**config.mk**
```make
export PLATFORM = sky130hd
export DESIGN_NAME = tile_cache_fifo_with_locks
export DESIGN_NICKNAME = d
export VERILOG_FILES = /design/src/design/tcf_pkg.sv /design/src/design/tile_cache_fifo_with_locks.sv /design/src/design/tcf_ctrl.sv /design/src/design/tcf_dp.sv
export SDC_FILE = /design/constraint.sdc
export NUM_CORES = 1
export LEC_CHECK = 0
export ABC_CLOCK_PERIOD_IN_PS = 17300
export BUFFER_PORTS_ARGS = -buffer_cell sky130_fd_sc_hd__buf_2
export CAP_MARGIN = 10
export CORE_ASPECT_RATIO = 2
export CORE_MARGIN = 1.5
export CORE_UTILIZATION = 60
export CTS_CLUSTER_DIAMETER = 80
export DETAILED_ROUTE_END_ITERATION = 10
export PLACE_DENSITY = 0.84
export SETUP_SLACK_MARGIN = 0.5
export SLEW_MARGIN = 10
export SYNTH_ARGS = -nofsm -noshare
export SYNTH_HDL_FRONTEND = slang
export SYNTH_SLANG_ARGS = --single-unit
```
**constraint.sdc**
```tcl
create_clock -name clk -period 17.3 [get_ports clk]
set_input_delay 1.73 -clock clk [delete_from_list [all_inputs] [get_ports clk]]
set_output_delay 1.73 -clock clk [all_outputs]
set_load 0.01 [all_outputs]
```
**src/design/tcf_pkg.sv**
```systemverilog
// Shared types and constants for the tile cache directory.
package tcf_pkg;

  localparam int CACHE_SLOTS = 16;
  localparam int MAX_TILES   = 4096;
  localparam int TILE_PIXELS = 256;

  localparam int SLOT_W     = $clog2(CACHE_SLOTS);
  localparam int CNT_W      = SLOT_W + 1;
  localparam int TILE_W     = 12;
  localparam int REG_W      = 13;
  localparam int PIX_W      = 16;
  localparam int TILE_SHIFT = $clog2(TILE_PIXELS);
  localparam int CELL_W     = PIX_W - TILE_SHIFT;
  localparam int PROD_W     = CELL_W + REG_W;
  localparam int IDX_W      = PROD_W + 1;

  // register indexes
  localparam logic REG_TILE_LIMIT    = 1'b0;
  localparam logic REG_TILES_PER_ROW = 1'b1;

  // commands
  localparam logic [2:0] CMD_LOCK    = 3'd0;
  localparam logic [2:0] CMD_PROBE   = 3'd1;
  localparam logic [2:0] CMD_INSERT  = 3'd2;
  localparam logic [2:0] CMD_RELEASE = 3'd3;
  localparam logic [2:0] CMD_FLUSH   = 3'd4;

  // result status codes
  localparam logic [2:0] ST_HIT      = 3'd0;
  localparam logic [2:0] ST_MISS     = 3'd1;
  localparam logic [2:0] ST_RANGE    = 3'd2;
  localparam logic [2:0] ST_INSERTED = 3'd3;
  localparam logic [2:0] ST_LOCKED   = 3'd4;
  localparam logic [2:0] ST_RELEASED = 3'd5;
  localparam logic [2:0] ST_FLUSHED  = 3'd6;

  typedef enum logic [2:0] {
    OP_NONE,
    OP_LOAD,
    OP_MUL,
    OP_CHECK,
    OP_WALK,
    OP_OUT
  } dp_op_t;

  typedef struct packed {
    dp_op_t op;
  } dp_cmd_t;

  typedef struct packed {
    logic need_walk;
    logic walk_done;
    logic out_free;
  } dp_stat_t;

endpackage

```
**src/design/tile_cache_fifo_with_locks.sv**
```systemverilog
// Top level of the tile cache directory.
//
//  channel | direction | content
//  s_*     | in        | tuser: command; tdata: point_x, point_y, tile_number, release_slot
//  m_*     | out       | tuser: status; tdata: slot, evicted, evicted_tile
//  cfg_*   | in        | register write: 0 tile limit, 1 tiles_per_row
//
// An item steps through load, multiply, check and drive (S_IDLE, S_MUL, S_CHECK, S_DONE);
// the result is registered on the drive step, and the next beat is taken only back in S_IDLE.
// An insert of a new tile into a full cache adds a walk of the queue, one queue entry per cycle of the walk.
// Synchronous reset; no clearing pass, the tile map is the tag compare over the slots.
// A waiting result does not block the next beat; a stalled output holds the sequencer.
module tile_cache_fifo_with_locks
  import tcf_pkg::*;
(
  input  logic             clk,
  input  logic             rst,
  input  logic             s_tvalid,
  output logic             s_tready,
  input  logic [55:0]      s_tdata,   // point_x, point_y, tile_number, release_slot
  input  logic [2:0]       s_tuser,   // command
  output logic             m_tvalid,
  input  logic             m_tready,
  output logic [23:0]      m_tdata,   // slot, evicted, evicted_tile
  output logic [2:0]       m_tuser,   // status
  input  logic             cfg_we,
  input  logic             cfg_index,
  input  logic [REG_W-1:0] cfg_data
);

  dp_cmd_t  cmd;
  dp_stat_t stat;

  tcf_ctrl u_ctrl (
    .clk      (clk),
    .rst      (rst),
    .in_valid (s_tvalid),
    .in_ready (s_tready),
    .stat     (stat),
    .cmd      (cmd)
  );

  tcf_dp u_dp (
    .clk       (clk),
    .rst       (rst),
    .cfg_we    (cfg_we),
    .cfg_index (cfg_index),
    .cfg_data  (cfg_data),
    .s_tdata   (s_tdata),
    .s_tuser   (s_tuser),
    .m_tvalid  (m_tvalid),
    .m_tready  (m_tready),
    .m_tdata   (m_tdata),
    .m_tuser   (m_tuser),
    .cmd       (cmd),
    .stat      (stat)
  );

endmodule

```
**src/design/tcf_ctrl.sv**
```systemverilog
// Sequencer for the tile cache directory.
module tcf_ctrl
  import tcf_pkg::*;
(
  input  logic     clk,
  input  logic     rst,
  input  logic     in_valid,
  output logic     in_ready,
  input  dp_stat_t stat,
  output dp_cmd_t  cmd
);

  localparam logic [2:0] S_IDLE  = 3'd0;
  localparam logic [2:0] S_MUL   = 3'd1;
  localparam logic [2:0] S_CHECK = 3'd2;
  localparam logic [2:0] S_WALK  = 3'd3;
  localparam logic [2:0] S_DONE  = 3'd4;

  logic [2:0] state, state_next;

  assign in_ready = (state == S_IDLE);

  always_comb begin
    state_next = state;
    cmd.op     = OP_NONE;
    unique case (state)
      S_IDLE: begin
        if (in_valid) begin
          cmd.op     = OP_LOAD;
          state_next = S_MUL;
        end
      end
      S_MUL: begin
        cmd.op     = OP_MUL;
        state_next = S_CHECK;
      end
      S_CHECK: begin
        cmd.op     = OP_CHECK;
        state_next = stat.need_walk ? S_WALK : S_DONE;
      end
      S_WALK: begin
        cmd.op = OP_WALK;
        if (stat.walk_done) state_next = S_DONE;
      end
      S_DONE: begin
        if (stat.out_free) begin
          cmd.op     = OP_OUT;
          state_next = S_IDLE;
        end
      end
      default: state_next = S_IDLE;
    endcase
  end

  always_ff @(posedge clk) begin
    if (rst) state <= S_IDLE;
    else     state <= state_next;
  end

endmodule

```
**src/design/tcf_dp.sv**
```systemverilog
// Datapath: slot table, insertion queue, lock mask and result register.
module tcf_dp
  import tcf_pkg::*;
(
  input  logic              clk,
  input  logic              rst,
  input  logic              cfg_we,
  input  logic              cfg_index,
  input  logic [REG_W-1:0]  cfg_data,
  input  logic [55:0]       s_tdata,
  input  logic [2:0]        s_tuser,
  output logic              m_tvalid,
  input  logic              m_tready,
  output logic [23:0]       m_tdata,
  output logic [2:0]        m_tuser,
  input  dp_cmd_t           cmd,
  output dp_stat_t          stat
);

  logic [REG_W-1:0]  tile_limit, tiles_per_row;
  logic [2:0]        cmd_r;
  logic [PIX_W-1:0]  px_r, py_r;
  logic [TILE_W-1:0] tnum_r;
  logic [4:0]        rel_r;
  logic [PROD_W-1:0] prod;

  logic [TILE_W-1:0]      slot_tile   [CACHE_SLOTS];
  logic [CACHE_SLOTS-1:0] slot_valid;
  logic [CNT_W-1:0]       slots_filled;
  logic [TILE_W-1:0]      order_queue [CACHE_SLOTS];
  logic [SLOT_W-1:0]      order_head;
  logic [CNT_W-1:0]       order_count;
  logic [CACHE_SLOTS-1:0] lock_mask;
  logic [CNT_W-1:0]       steps;

  logic [2:0]        res_status;
  logic [4:0]        res_slot;
  logic              res_ev;
  logic [TILE_W-1:0] res_evt;

  logic [IDX_W-1:0]  idx;
  logic              idx_ok, tnum_ok;
  logic [TILE_W-1:0] key, q_head;
  logic              cam_hit;
  logic [SLOT_W-1:0] cam_slot;
  logic [SLOT_W-1:0] tail;
  logic              walk_empty;

  assign idx     = IDX_W'(prod) + IDX_W'(px_r[PIX_W-1:TILE_SHIFT]);
  assign idx_ok  = (idx < IDX_W'(tile_limit)) && (idx < IDX_W'(MAX_TILES));
  assign tnum_ok = (REG_W'(tnum_r) < tile_limit) && (REG_W'(tnum_r) < REG_W'(MAX_TILES));
  assign q_head  = order_queue[order_head];
  assign tail    = order_head + order_count[SLOT_W-1:0];
  assign walk_empty = (steps == '0) || (order_count == '0);

  always_comb begin
    if (cmd.op == OP_WALK)         key = q_head;
    else if (cmd_r == CMD_INSERT)  key = tnum_r;
    else                           key = idx[TILE_W-1:0];
  end

  // the map from tile to slot is the set of valid slots holding that tile
  always_comb begin
    cam_hit  = 1'b0;
    cam_slot = '0;
    for (int i = 0; i < CACHE_SLOTS; i++) begin
      if (slot_valid[i] && slot_tile[i] == key) begin
        cam_hit  = 1'b1;
        cam_slot = SLOT_W'(i);
      end
    end
  end

  assign stat.need_walk = (cmd_r == CMD_INSERT) && tnum_ok && !cam_hit &&
                          (slots_filled == CNT_W'(CACHE_SLOTS));
  assign stat.walk_done = walk_empty || (cam_hit && !lock_mask[cam_slot]);
  assign stat.out_free  = !m_tvalid || m_tready;

  always_ff @(posedge clk) begin
    if (rst) begin
      tile_limit    <= REG_W'(4096);
      tiles_per_row <= REG_W'(64);
      slot_valid    <= '0;
      slots_filled  <= '0;
      order_head    <= '0;
      order_count   <= '0;
      lock_mask     <= '0;
      m_tvalid      <= 1'b0;
    end else begin
      if (cfg_we) begin
        unique case (cfg_index)
          REG_TILE_LIMIT:    tile_limit    <= cfg_data;
          REG_TILES_PER_ROW: tiles_per_row <= cfg_data;
          default: ;
        endcase
      end
      if (m_tready && cmd.op != OP_OUT) m_tvalid <= 1'b0;
      case (cmd.op)
        OP_LOAD: begin
          cmd_r  <= s_tuser;
          px_r   <= s_tdata[15:0];
          py_r   <= s_tdata[31:16];
          tnum_r <= s_tdata[43:32];
          rel_r  <= s_tdata[48:44];
        end
        OP_MUL: prod <= py_r[PIX_W-1:TILE_SHIFT] * tiles_per_row;
        OP_CHECK: begin
          res_status <= ST_RANGE;
          res_slot   <= '0;
          res_ev     <= 1'b0;
          res_evt    <= '0;
          steps      <= order_count;
          case (cmd_r) inside
            CMD_LOCK, CMD_PROBE: begin
              if (idx_ok) begin
                if (cam_hit) begin
                  res_status <= ST_HIT;
                  res_slot   <= 5'(cam_slot);
                  if (cmd_r == CMD_LOCK) lock_mask[cam_slot] <= 1'b1;
                end else begin
                  res_status <= ST_MISS;
                end
              end
            end
            CMD_INSERT: begin
              if (tnum_ok) begin
                if (cam_hit) begin
                  res_status <= ST_HIT;
                  res_slot   <= 5'(cam_slot);
                end else if (slots_filled != CNT_W'(CACHE_SLOTS)) begin
                  // take the next free slot
                  res_status <= ST_INSERTED;
                  res_slot   <= 5'(slots_filled);
                  slot_tile[slots_filled[SLOT_W-1:0]]  <= tnum_r;
                  slot_valid[slots_filled[SLOT_W-1:0]] <= 1'b1;
                  slots_filled       <= slots_filled + 1'b1;
                  order_queue[tail]  <= tnum_r;
                  order_count        <= order_count + 1'b1;
                end
              end
            end
            CMD_RELEASE: begin
              res_status <= ST_RELEASED;
              res_slot   <= rel_r;
              if (rel_r < 5'(CACHE_SLOTS)) lock_mask[rel_r[SLOT_W-1:0]] <= 1'b0;
            end
            CMD_FLUSH: begin
              res_status   <= ST_FLUSHED;
              slot_valid   <= '0;
              slots_filled <= '0;
              order_head   <= '0;
              order_count  <= '0;
            end
            default: ;
          endcase
        end
        OP_WALK: begin
          if (walk_empty) begin
            res_status <= ST_LOCKED;
          end else begin
            steps      <= steps - 1'b1;
            order_head <= order_head + 1'b1;
            if (!cam_hit) begin
              // drop a stale entry
              order_count <= order_count - 1'b1;
            end else if (lock_mask[cam_slot]) begin
              // rotate a locked entry to the back
              order_queue[tail] <= q_head;
            end else begin
              slot_tile[cam_slot] <= tnum_r;
              order_queue[tail]   <= tnum_r;
              res_status <= ST_INSERTED;
              res_slot   <= 5'(cam_slot);
              res_ev     <= 1'b1;
              res_evt    <= q_head;
            end
          end
        end
        OP_OUT: begin
          m_tvalid <= 1'b1;
          m_tuser  <= res_status;
          m_tdata  <= {6'b0, res_evt, res_ev, res_slot};
        end
        default: ;
      endcase
    end
  end

endmodule

```
==> results.sh <==
export IMPL_synth_top_area_frac=0.4924
export IMPL_vias_per_cell=6.509
export IMPL_rsz0062_at_grt="false"
export IMPL_power_leakage_nw=11.45
export IMPL_ctsResizeCount=0
export IMPL_start_kind="flip-flop"
export IMPL_fin_hold_ws_ns=0.4233
export IMPL_slew_viol_final=0
export IMPL_yosysMostFrequentCell="edfxtp_1"
export IMPL_clock_latency_ns=0.62
export IMPL_initial_core_util=0.6066
export IMPL_max_slew_margin=0.1410
export IMPL_fin_util=0.6571
export IMPL_track_usage=0.3336
export IMPL_routed_wl_um=84300
export IMPL_drive_gt1_frac=0.1236
export IMPL_crit_arrival_ns=8.74
export IMPL_synth_cell_types=111
export IMPL_globalRoute_totalOverflow=0
export IMPL_pwr_share_seq=0.509
export IMPL_htreeDepth=2
export IMPL_synthCells=2424
export IMPL_fin_nets=2724
export IMPL_postCtsSetupBuffers=0
export IMPL_crit_family="simple AND/OR/NAND/NOR gates"
export IMPL_worst_slew_pin_slew_ns=1.286
export IMPL_ys_async_sr_fraction=0
export IMPL_cp_slowest_cell="nor3b_1"
export IMPL_drc=0
export IMPL_drt_iter0_drc=1734
export IMPL_rows=115
export IMPL_cp_max_fo=53
export IMPL_cts_tree="done"
export IMPL_p_per_area_mw_per_mm2=92.72
export IMPL_endpoint_kind="flip-flop"
export IMPL_cts_clk_slew_worst_paths_ns=0.07
export IMPL_die_area_mm2=0.05103
export IMPL_ctsHoldBuffers=0
export IMPL_antenna_found_initial=2
export IMPL_syn2layout_area_growth_pct=8.332
export IMPL_hold_class="reg2reg"
export IMPL_clk_path_buf_depth=3
export IMPL_path_cells="buf_4, mux2i_1, a22o_1, nor3_2, or3_1, xor2_1, a2111oi_0, nand4_1, nor3b_1, o21a_1, a21oi_2, mux2_1, a211oi_2, o31ai_4, nor2_1, a32o_1"
export IMPL_cts_root_buf="clkbuf_16"
export IMPL_grt_max_degree=56
export IMPL_fp_dieH_um=318.0
export IMPL_grt_pass1_vias=21470
export IMPL_num_vias=20680
export IMPL_status="complete, no violations"
export IMPL_fin_crit_sh=0.4912
export IMPL_hpwl_um=59050
export IMPL_setup_violations_final=0
export IMPL_synth_commonest_cells="edfxtp_1 (488), nand2_1 (183), nor2_1 (160), inv_1 (138), xnor2_1 (123)"
export IMPL_grt_pass1_wl_um=125400
export IMPL_pwr_share_comb=0.130
export IMPL_p_int_mw=2.209
export IMPL_fin_area_mm2=0.03224
export IMPL_peakVddDrop_mv=0.07342
export IMPL_swShare=0.2610
export IMPL_synth_edff_count=488
export IMPL_gp_congestion=1.003
export IMPL_finalHoldViolations=0
export IMPL_cap_violations=0
export IMPL_ys_top_cells_by_area="edfxtp_1 (49%), dfxtp_1 (5.4%), fa_1 (4.6%)"
export IMPL_switchingPower_mw=0.7803
export IMPL_max_stage_delay_ns=1.07
export IMPL_synth_avg_cell_area_um2=12.28
export IMPL_fin_tns_setup_ns=0
export IMPL_cp_required_ns=17.54
export IMPL_clock_sinks=568
export IMPL_p_clk_frac=0.361
export IMPL_ys_seq_elements=568
export IMPL_dpl_cell_count=3089
export IMPL_num_io_pins=107
export IMPL_numPortBuffers=77
export IMPL_fin_cells=3177
export IMPL_yosysSeqAreaShare=0.5462
export IMPL_min_period_ns=8.498
export IMPL_fmax_mhz=117.7
export IMPL_ys_warn_count=0
export IMPL_wire_per_inst_um=26.53
export IMPL_clock_skew_ns=0.04008
export IMPL_cp_buffers_inverters=1
export IMPL_first_pass_iters=10
export IMPL_core_area_mm2=0.04907
export IMPL_place_area_mm2=0.03069
export IMPL_fp_dieW_um=160.5
export IMPL_cts_inserted_buffers=46
export IMPL_synth_top_area_cell="edfxtp_1"
export IMPL_synthFlopType="edfxtp_1"
export IMPL_critical_path_class="reg2reg"
export IMPL_ant_nets=0
export IMPL_syn_area_mm2=0.02976
-- registers in the layout, summed over array words and instances, names as in the netlist, 8 cells and up, named ones only --
name and cells:
u_dp.m_tdata 18, u_dp.res_evt 12, u_dp.px_r 8, u_dp.tiles_per_row 13
u_dp.tile_limit 13, u_dp.prod 21, u_dp.slot_tile 192, u_dp.tnum_r 12
u_dp.slot_valid 16, u_dp.py_r 8, u_dp.lock_mask 16, u_dp.order_queue 192
-- cell families (layout without fill, tap and decap cells) --
kind of cell | after synthesis | in the layout | synth area share
AND/OR/NAND/NOR | 710 | 710 | 0.1241
flip-flops | 568 | 568 | 0.5462
AO/OA/AOI/OAI | 431 | 431 | 0.1036
buffers and inverters | 243 | 346 | 0.03973
XOR/XNOR | 192 | 192 | 0.05650
adder cells (fa/ha/maj) | 151 | 151 | 0.08063
multiplexers | 128 | 128 | 0.04910
other | 1 | 8 | 0.0001260
-- path summary, 6_finish.rpt --
path	start	cells past startpoint	to	slack, ns
max	flip-flop	16	u_dp.slot_tile[14][9]	8.80
min reg2reg	u_dp.res_evt[1]	0	u_dp.m_tdata[7]	0.42
max reg2reg	flip-flop	16	u_dp.slot_tile[14][9]	8.80
min	u_dp.res_evt[1]	0	u_dp.m_tdata[7]	0.42
-- cells in the final DEF, fill, tap and decap left out, types with 26 or more instances in the layout --
master and instances:
nor3_1 38, buf_2 77, mux2i_1 85, nand4_1 28
dfxtp_1 79, nor2_1 156, nand2_1 183, fa_1 68
xor2_1 69, inv_1 139, a21oi_1 84, nand2b_1 26
nand3_1 45, edfxtp_1 488, clkbuf_16 46, nor4_1 29
buf_4 45, o21ai_0 65, ha_1 83, and2_1 76
xnor2_1 123
-- stage by stage --
| step | worst slack [ns] | power (mW) |
|---|---|---|
| 2_1_floorplan | 11.56 | 1.815 |
| 3_3_place_gp | 9.329 | 1.914 |
| 3_5_place_dp | 9.094 | 1.930 |
| 4_1_cts | 9.019 | 2.981 |
| 5_1_grt | 8.472 | 3.071 |
| 6_report | 8.802 | 2.989 |
-- routing by layer --
layer | track usage | share of wire
met4 | 0.2887 | 0.10
met2 | 0.5923 | 0.52
met5 | 0 | 0.00014
met1 | 0.3342 | 0.31
met3 | 0.05517 | 0.070
-- power by group through the flow --
stage | Clock (mW) | Combinational (mW) | Sequential [mW]
finish | 1.08 | 0.387 | 1.52
global route | 1.13 | 0.419 | 1.52
CTS | 1.08 | 0.380 | 1.52
detailed placement | 0 | 0.377 | 1.55
global placement | 0 | 0.362 | 1.55
floorplan | 0 | 0.270 | 1.55
-- cell type report --
class                      count  area, um2
antenna                        2      5.005
clock buffer                  61       1297
clock inverter                24      235.2
fill                        3463      16820
inverter                     139      521.8
multi-input combinational   1618      12400
sequential                   568      16260
tap                          643      804.5
timing repair buffer         122      723.2
(Power assumes the default switching activity.)
